==> config.mk <==
export PLATFORM = sky130hd
export DESIGN_NAME = c_style_escape_decoder_unit
export DESIGN_NICKNAME = d
export VERILOG_FILES = /design/src/design/cesd_pkg.sv /design/src/design/c_style_escape_decoder_unit.sv
export SDC_FILE = /design/constraint.sdc
export NUM_CORES = 1
export LEC_CHECK = 0
export BUFFER_PORTS_ARGS = -buffer_cell sky130_fd_sc_hd__buf_4
export CELL_PAD_IN_SITES_DETAIL_PLACEMENT = 1
export CELL_PAD_IN_SITES_GLOBAL_PLACEMENT = 1
export CORE_ASPECT_RATIO = 1.5
export CORE_MARGIN = 2
export CORE_UTILIZATION = 48
export CTS_CLUSTER_SIZE = 40
export DETAILED_ROUTE_END_ITERATION = 16
export PLACE_DENSITY_LB_ADDON = 0.1
export SLEW_MARGIN = 5
export SYNTH_ARGS = -nofsm -noshare
export SYNTH_HDL_FRONTEND = slang
export SYNTH_SLANG_ARGS = --single-unit
==> constraint.sdc <==
create_clock -name clk -period 3.8 [get_ports clk]
set_clock_uncertainty 0.2 [all_clocks]
set_input_delay 0.76 -clock clk [delete_from_list [all_inputs] [get_ports clk]]
set_output_delay 0.76 -clock clk [all_outputs]
set_load 0.01 [all_outputs]
==> src/design/cesd_pkg.sv <==
// ----------------------------------------------------------------------------
// cesd_pkg: shared types and constants for the C-style escape decoder
// Decode states, control code lookup and result buffer sizing.
// ----------------------------------------------------------------------------
package cesd_pkg;

    localparam int unsigned ByteW     = 8;
    localparam int unsigned BufDepth  = 4;
    localparam int unsigned BufPtrW   = $clog2(BufDepth);
    localparam int unsigned BufCntW   = $clog2(BufDepth + 1);

    localparam logic [ByteW-1:0] BACKSLASH = 8'h5C;

    // Decode state, one-hot
    typedef enum logic [2:0] {
        MODE_NORMAL = 3'b001,
        MODE_ESCAPE = 3'b010,
        MODE_OCTAL  = 3'b100
    } mode_t;

    // One decoded byte with its end-of-run flag
    typedef struct packed {
        logic [ByteW-1:0] data;
        logic             last;
    } result_t;

    function automatic logic is_octal_digit(input logic [ByteW-1:0] b);
        return (b >= 8'h30) && (b <= 8'h37);
    endfunction

    // Letter after a backslash mapped to its control code
    function automatic logic [ByteW-1:0] control_code(input logic [ByteW-1:0] b);
        logic [ByteW-1:0] code;
        unique case (b)
            8'h61:   code = 8'h07; // a
            8'h62:   code = 8'h08; // b
            8'h66:   code = 8'h0C; // f
            8'h6E:   code = 8'h0A; // n
            8'h72:   code = 8'h0D; // r
            8'h74:   code = 8'h09; // t
            8'h76:   code = 8'h0B; // v
            default: code = b;
        endcase
        return code;
    endfunction

endpackage

==> src/design/c_style_escape_decoder_unit.sv <==
// ----------------------------------------------------------------------------
// c_style_escape_decoder_unit: streaming C-style backslash escape decoder
// Decodes one byte per transfer into zero, one or two output bytes.
// ----------------------------------------------------------------------------
// Takes one byte per clock. Each accepted byte is decoded in the same cycle
// against the escape state and its zero, one or two result bytes land in a
// four-entry result buffer, which drains one byte per cycle while m_tready
// is high. s_tready is high while the buffer has room for two more results,
// so one byte per cycle is sustained as long as each byte yields at most
// one result; a byte that yields two (an octal run ended by a non-digit
// other than a backslash) adds a byte that the buffer absorbs. Results
// appear on m_* in the cycle after the input transfer at the earliest.
// s_tlast ends a string: a pending octal value is flushed, a lone trailing
// backslash is dropped, and m_tlast marks the last result of each input.
module c_style_escape_decoder_unit
    import cesd_pkg::*;
(
    input  logic             clk,
    input  logic             rst_n,
    // input stream
    input  logic             s_tvalid,
    output logic             s_tready,
    input  logic [ByteW-1:0] s_tdata,   // [7:0] in_byte
    input  logic             s_tlast,   // is_last
    // output stream
    output logic             m_tvalid,
    input  logic             m_tready,
    output logic [ByteW-1:0] m_tdata,   // [7:0] out_byte
    output logic             m_tlast    // last_of_run
);

    // decode state
    mode_t            mode_reg, mode_next;
    logic [ByteW-1:0] oct_val_reg, oct_val_next;
    logic [1:0]       oct_cnt_reg, oct_cnt_next;

    // result buffer
    result_t          buf_mem [BufDepth];
    logic [BufPtrW-1:0] wr_ptr_reg, rd_ptr_reg;
    logic [BufCntW-1:0] count_reg;
    logic [BufCntW-1:0] n_push;

    logic       in_xfer, out_xfer;
    logic [1:0] n_res;
    result_t    res0, res1;

    assign s_tready = (count_reg <= BufCntW'(BufDepth - 2));
    assign in_xfer  = s_tvalid && s_tready;
    assign m_tvalid = (count_reg != '0);
    assign out_xfer = m_tvalid && m_tready;
    assign m_tdata  = buf_mem[rd_ptr_reg].data;
    assign m_tlast  = buf_mem[rd_ptr_reg].last;
    assign n_push   = in_xfer ? BufCntW'(n_res) : '0;

    // single-pass decode of the incoming byte
    always_comb
    begin
        logic [ByteW-1:0] b;
        logic [ByteW-1:0] r0_byte, r1_byte;
        logic             handle_normal;
        b             = s_tdata;
        mode_next     = mode_reg;
        oct_val_next  = oct_val_reg;
        oct_cnt_next  = oct_cnt_reg;
        n_res         = 2'd0;
        r0_byte       = '0;
        r1_byte       = '0;
        handle_normal = 1'b0;

        unique case (mode_reg)
            MODE_ESCAPE:
            begin
                if (is_octal_digit(b))
                begin
                    oct_val_next = {5'b0, b[2:0]};
                    oct_cnt_next = 2'd1;
                    mode_next    = MODE_OCTAL;
                end
                else
                begin
                    mode_next = MODE_NORMAL;
                    r0_byte   = control_code(b);
                    n_res     = 2'd1;
                end
            end
            MODE_OCTAL:
            begin
                if (is_octal_digit(b) && (oct_cnt_reg != 2'd3))
                begin
                    oct_val_next = {oct_val_reg[4:0], b[2:0]};
                    oct_cnt_next = oct_cnt_reg + 2'd1;
                    if (oct_cnt_reg == 2'd2)
                    begin
                        r0_byte      = oct_val_next;
                        n_res        = 2'd1;
                        mode_next    = MODE_NORMAL;
                        oct_val_next = '0;
                        oct_cnt_next = 2'd0;
                    end
                end
                else
                begin
                    // release the pending value, then treat the byte as plain
                    r0_byte       = oct_val_reg;
                    n_res         = 2'd1;
                    oct_val_next  = '0;
                    oct_cnt_next  = 2'd0;
                    handle_normal = 1'b1;
                end
            end
            default:
            begin
                handle_normal = 1'b1;
            end
        endcase

        if (handle_normal)
        begin
            if (b == BACKSLASH)
            begin
                mode_next = MODE_ESCAPE;
            end
            else
            begin
                mode_next = MODE_NORMAL;
                if (n_res == 2'd0)
                begin
                    r0_byte = b;
                    n_res   = 2'd1;
                end
                else
                begin
                    r1_byte = b;
                    n_res   = 2'd2;
                end
            end
        end

        // end of string: flush octal, drop a lone backslash
        if (s_tlast)
        begin
            if (mode_next == MODE_OCTAL)
            begin
                if (n_res == 2'd0)
                begin
                    r0_byte = oct_val_next;
                    n_res   = 2'd1;
                end
                else
                begin
                    r1_byte = oct_val_next;
                    n_res   = 2'd2;
                end
            end
            mode_next    = MODE_NORMAL;
            oct_val_next = '0;
            oct_cnt_next = 2'd0;
        end

        res0.data = r0_byte;
        res0.last = (n_res == 2'd1);
        res1.data = r1_byte;
        res1.last = 1'b1;
    end

    // decode state registers
    always_ff @(posedge clk or negedge rst_n)
    begin
        if (!rst_n)
        begin
            mode_reg    <= MODE_NORMAL;
            oct_val_reg <= '0;
            oct_cnt_reg <= '0;
        end
        else if (in_xfer)
        begin
            mode_reg    <= mode_next;
            oct_val_reg <= oct_val_next;
            oct_cnt_reg <= oct_cnt_next;
        end
    end

    // result buffer pointers and fill count
    always_ff @(posedge clk or negedge rst_n)
    begin
        if (!rst_n)
        begin
            wr_ptr_reg <= '0;
            rd_ptr_reg <= '0;
            count_reg  <= '0;
        end
        else
        begin
            wr_ptr_reg <= wr_ptr_reg + n_push[BufPtrW-1:0];
            if (out_xfer)
            begin
                rd_ptr_reg <= rd_ptr_reg + 1'b1;
            end
            count_reg <= count_reg + n_push - BufCntW'(out_xfer);
        end
    end

    // result buffer storage
    always_ff @(posedge clk)
    begin
        if (in_xfer && (n_res != 2'd0))
        begin
            buf_mem[wr_ptr_reg] <= res0;
        end
        if (in_xfer && (n_res == 2'd2))
        begin
            buf_mem[wr_ptr_reg + 1'b1] <= res1;
        end
    end

endmodule
==> impl_metrics.py <==
metrics = {
    "detailed_routing": {
        "routed_via_density": 6.379,
        "drtAntennaViolNets": 0,
        "totalWireLength_um": 10430,
        "wl_per_cell_um": 21.38,
        "first_pass_iters": 4,
        "dr_total_vias": 3113,
        "dr.first_iter.drc_count": 196,
        "drc": 0,
    },
    "timing": {
        "fin_hold_ws_ns": 0.09321,
        "min_period_ns": 3.448,
        "finalSetupViolCount": 0,
        "max_freq_mhz": 290.1,
        "rsz0062_at_grt": "false",
        "fin_tns_setup_ns": 0,
        "hold_violations": 0,
        "final-max-slew-violation-count": 0,
        "tightest_slew_ns": 0.6736,
        "slew-limit-headroom_pct": 54.82,
        "period_share_pct": 90.73,
    },
    "setup_path": {
        "end_kind": "register",
        "crit_path_cell_trace": "buf_4 -> nand4bb_1 -> nor4_1 -> buf_4 -> inv_1 -> ha_1 -> o21ai_0 -> a311oi_2 -> inv_1 -> ha_1 -> inv_1 -> ha_1 -> fa_1 -> xnor2_1 -> xnor2_1",
        "path_max_fanout": 3,
        "crit_type": "input port to register",
        "max_stage_delay_ns": 0.37,
        "cp.arrival_ns": 3.51,
        "startpoint_type": "input port",
        "critPathRequiredTime_ns": 3.86,
        "crit_path_top_delay_cell": "fa_1",
    },
    "global_route": {
        "grt_pass1_vias": 3217,
        "grt-ovfl-total": 0,
        "grt_start_max_net_pins": 21,
        "antenna_found_initial": 0,
        "grt_pass1_wl_um": 16860,
        "grt_util_all_layers_pct": 27.46,
    },
    "logic_synthesis": {
        "yosys_warnings": 0,
        "synth-edff-count": 32,
        "ys_ff_latch": 56,
        "async_flop_share_pct": 35.71,
        "ys_types": 74,
        "postSynthAreaPerCell_um2": 10.29,
        "seq_area_frac_synth_pct": 42.96,
        "synthCells": 349,
        "ys.flop_type": "edfxtp_1",
        "synth_area_um2": 3591,
        "synthesis.nets": 368,
    },
    "clock_tree": {
        "postCtsResizedCells": 0,
        "post_cts_buffers": 0,
        "clk_pin_slew_ns": 0.11,
        "hold_buffers": 0,
        "clock_sinks": 56,
        "root_buffer": "clkbuf_8",
        "cts_buffer_depth": 2,
        "cts_tree": "done",
        "htree_levels": 2,
        "cts_buffers": 5,
        "worst_skew_pair.late_latency_ns": 0.33,
    },
    "place": {
        "dpl.hpwl_um": 8076,
        "io_buffers": 23,
        "gp_congestion": 0.8995,
        "postPlaceCellArea_um2": 4019,
    },
    "power": {
        "vdd_drop_max_uv": 303.6,
        "swShare_pct": 33.70,
        "p_leak_nw": 1.479,
        "p_int_mw": 1.406,
        "pwr-share-comb_pct": 33.1,
        "clockPowerShare_pct": 22.3,
        "seq_power_share_pct": 44.6,
        "switching_power_uw": 714.7,
        "p_per_area_nw_per_um2": 510.8,
    },
    "layout": {
        "regArea_um2": 1543,
        "area_growth_pct": 15.61,
        "n_antenna_cell": 0,
        "utilization_pct": 57.44,
        "largest_reg_flops": 36,
        "nFillCells": 829,
        "final_cell_area_um2": 4151,
        "multi_input_area_um2": 1919,
        "fin_nets": 406,
        "drive_gt1_share_pct": 25.26,
    },
    "worst_hold_path": {
        "hold_class": "input port to asynchronous set/reset pin",
    },
    "run": {
        "max_cap_viol_count": 0,
    },
    "floorplan": {
        "die_x_um": 74.62,
        "num_rows": 38,
        "core_um2": 7227,
        "ios": 24,
        "initial_core_util_pct": 49.69,
        "die-area_um2": 8203,
        "dieHeight_um": 109.9,
    },
    "status": {
        "status": "finished, final reports clean",
    },
}
-- cells in the mapped netlist, types with 5 or more instances --
cell,n,area [µm²]
a22oi_1,9,67.56
dfrtp_1,19,475.5
nand3_1,6,30.03
nand2_1,46,172.7
inv_1,9,33.78
nand3b_1,7,52.55
nor3_1,8,40.04
buf_2,6,30.03
edfxtp_1,32,960.9
a21oi_1,10,50.05
nor2_1,13,48.80
mux4_2,9,202.7
clkbuf_1,11,41.29
nand2b_1,5,31.28
ha_1,5,62.56
o21ai_0,25,125.1
o22ai_1,31,193.9
-- cells by family (layout without fill, tap and decap cells) --
| group | after synthesis | in the layout | synth area share [%] |
|---|---|---|---|
| buf+inv | 31 | 70 | 3.972 |
| mux | 10 | 10 | 5.923 |
| fa+ha+maj | 6 | 6 | 2.300 |
| xor+xnor | 7 | 7 | 1.707 |
| compound gates | 115 | 115 | 22.72 |
| flops | 56 | 56 | 42.96 |
| simple gates | 124 | 124 | 20.42 |
-- routing by layer --
layer  global-route usage [%]  up-vias  routed length (µm)
met3                    4.125       35                 359
met4                    14.41        0                 417
met1                    30.02     1548                3901
li1                         -     1436                   -
met2                    49.75       94                5755
met5                        0        -                   0
-- layout by cell type (no fill, tap or decap), drive strengths merged, types with 3 or more instances in the layout --
cell type,n
a21o,4
a21oi,13
a22oi,9
a31o,3
a31oi,3
a32o,4
and2,3
and3,3
buf,53
clkbuf,6
dfrtp,19
dfxtp,4
edfxtp,32
ha,5
inv,9
mux4,9
nand2,48
nand2b,5
nand3,10
nand3b,8
nor2,14
nor3,8
nor4,4
nor4b,3
o21ai,25
o22ai,31
o31ai,4
o41ai,3
or3,3
xnor2,4
xor2,3
-- critical path, delay by kind of cell --
kind	cells	cell delay (ns)
adder cells (fa/ha/maj)	4	1.17
XOR/XNOR	2	0.32
buffers and inverters	5	0.43
AO/OA/AOI/OAI	2	0.37
AND/OR/NAND/NOR	2	0.46
-- power by group through the flow --
stage	clock network (mW)	logic (mW)	registers [mW]
floorplan	0	0.516	0.862
global placement	0	0.675	0.952
detailed placement	0	0.703	0.967
CTS	0.482	0.709	0.953
global route	0.493	0.782	0.972
finish	0.473	0.701	0.947
-- through the flow --
| step | power, mW | instances | setup slack [ns] |
|---|---|---|---|
| 6_report | 2.121 | 488 | 0.3524 |
| 2_1_floorplan | 1.378 | 349 | 0.03315 |
| 3_3_place_gp | 1.627 | 480 | 0.05129 |
| 3_5_place_dp | 1.670 | 480 | -0.01389 |
| 4_1_cts | 2.144 | 488 | 0.3331 |
| 5_1_grt | 2.246 | 488 | 0.1388 |
-- path summary, 6_finish.rpt --
path | start | endpoint | slack (ns) | cells after the start
setup / recovery | s_tdata[0] | count_reg[2]$_DFF_PN0_ | 0.35 | 15
hold / removal | rst_n | wr_ptr_reg[1]$_DFF_PN0_ | 0.09 | 1
setup reg to reg | mode_reg[0]$_DFFE_PN1P_ | count_reg[2]$_DFF_PN0_ | 0.43 | 13
hold reg to reg | buf_mem[1][0]$_SDFFE_PP1N_ | buf_mem[1][0]$_SDFFE_PP1N_ | 0.28 | 1
max in group asynchronous | rst_n | mode_reg[0]$_DFFE_PN1P_ | 3.03 | 1
min in group clk | buf_mem[1][0]$_SDFFE_PP1N_ | buf_mem[1][0]$_SDFFE_PP1N_ | 0.28 | 1
-- area by class of cell --
type	count	share of cell area, %
multi-input cells	262	46.23
flip-flops and latches	56	37.16
repair buffers	53	9.584
well taps	100	3.014
clock buffers	6	1.748
clock inverters	2	1.447
inverters	9	0.8137
Note: power is estimated with default switching activity, not from simulation.
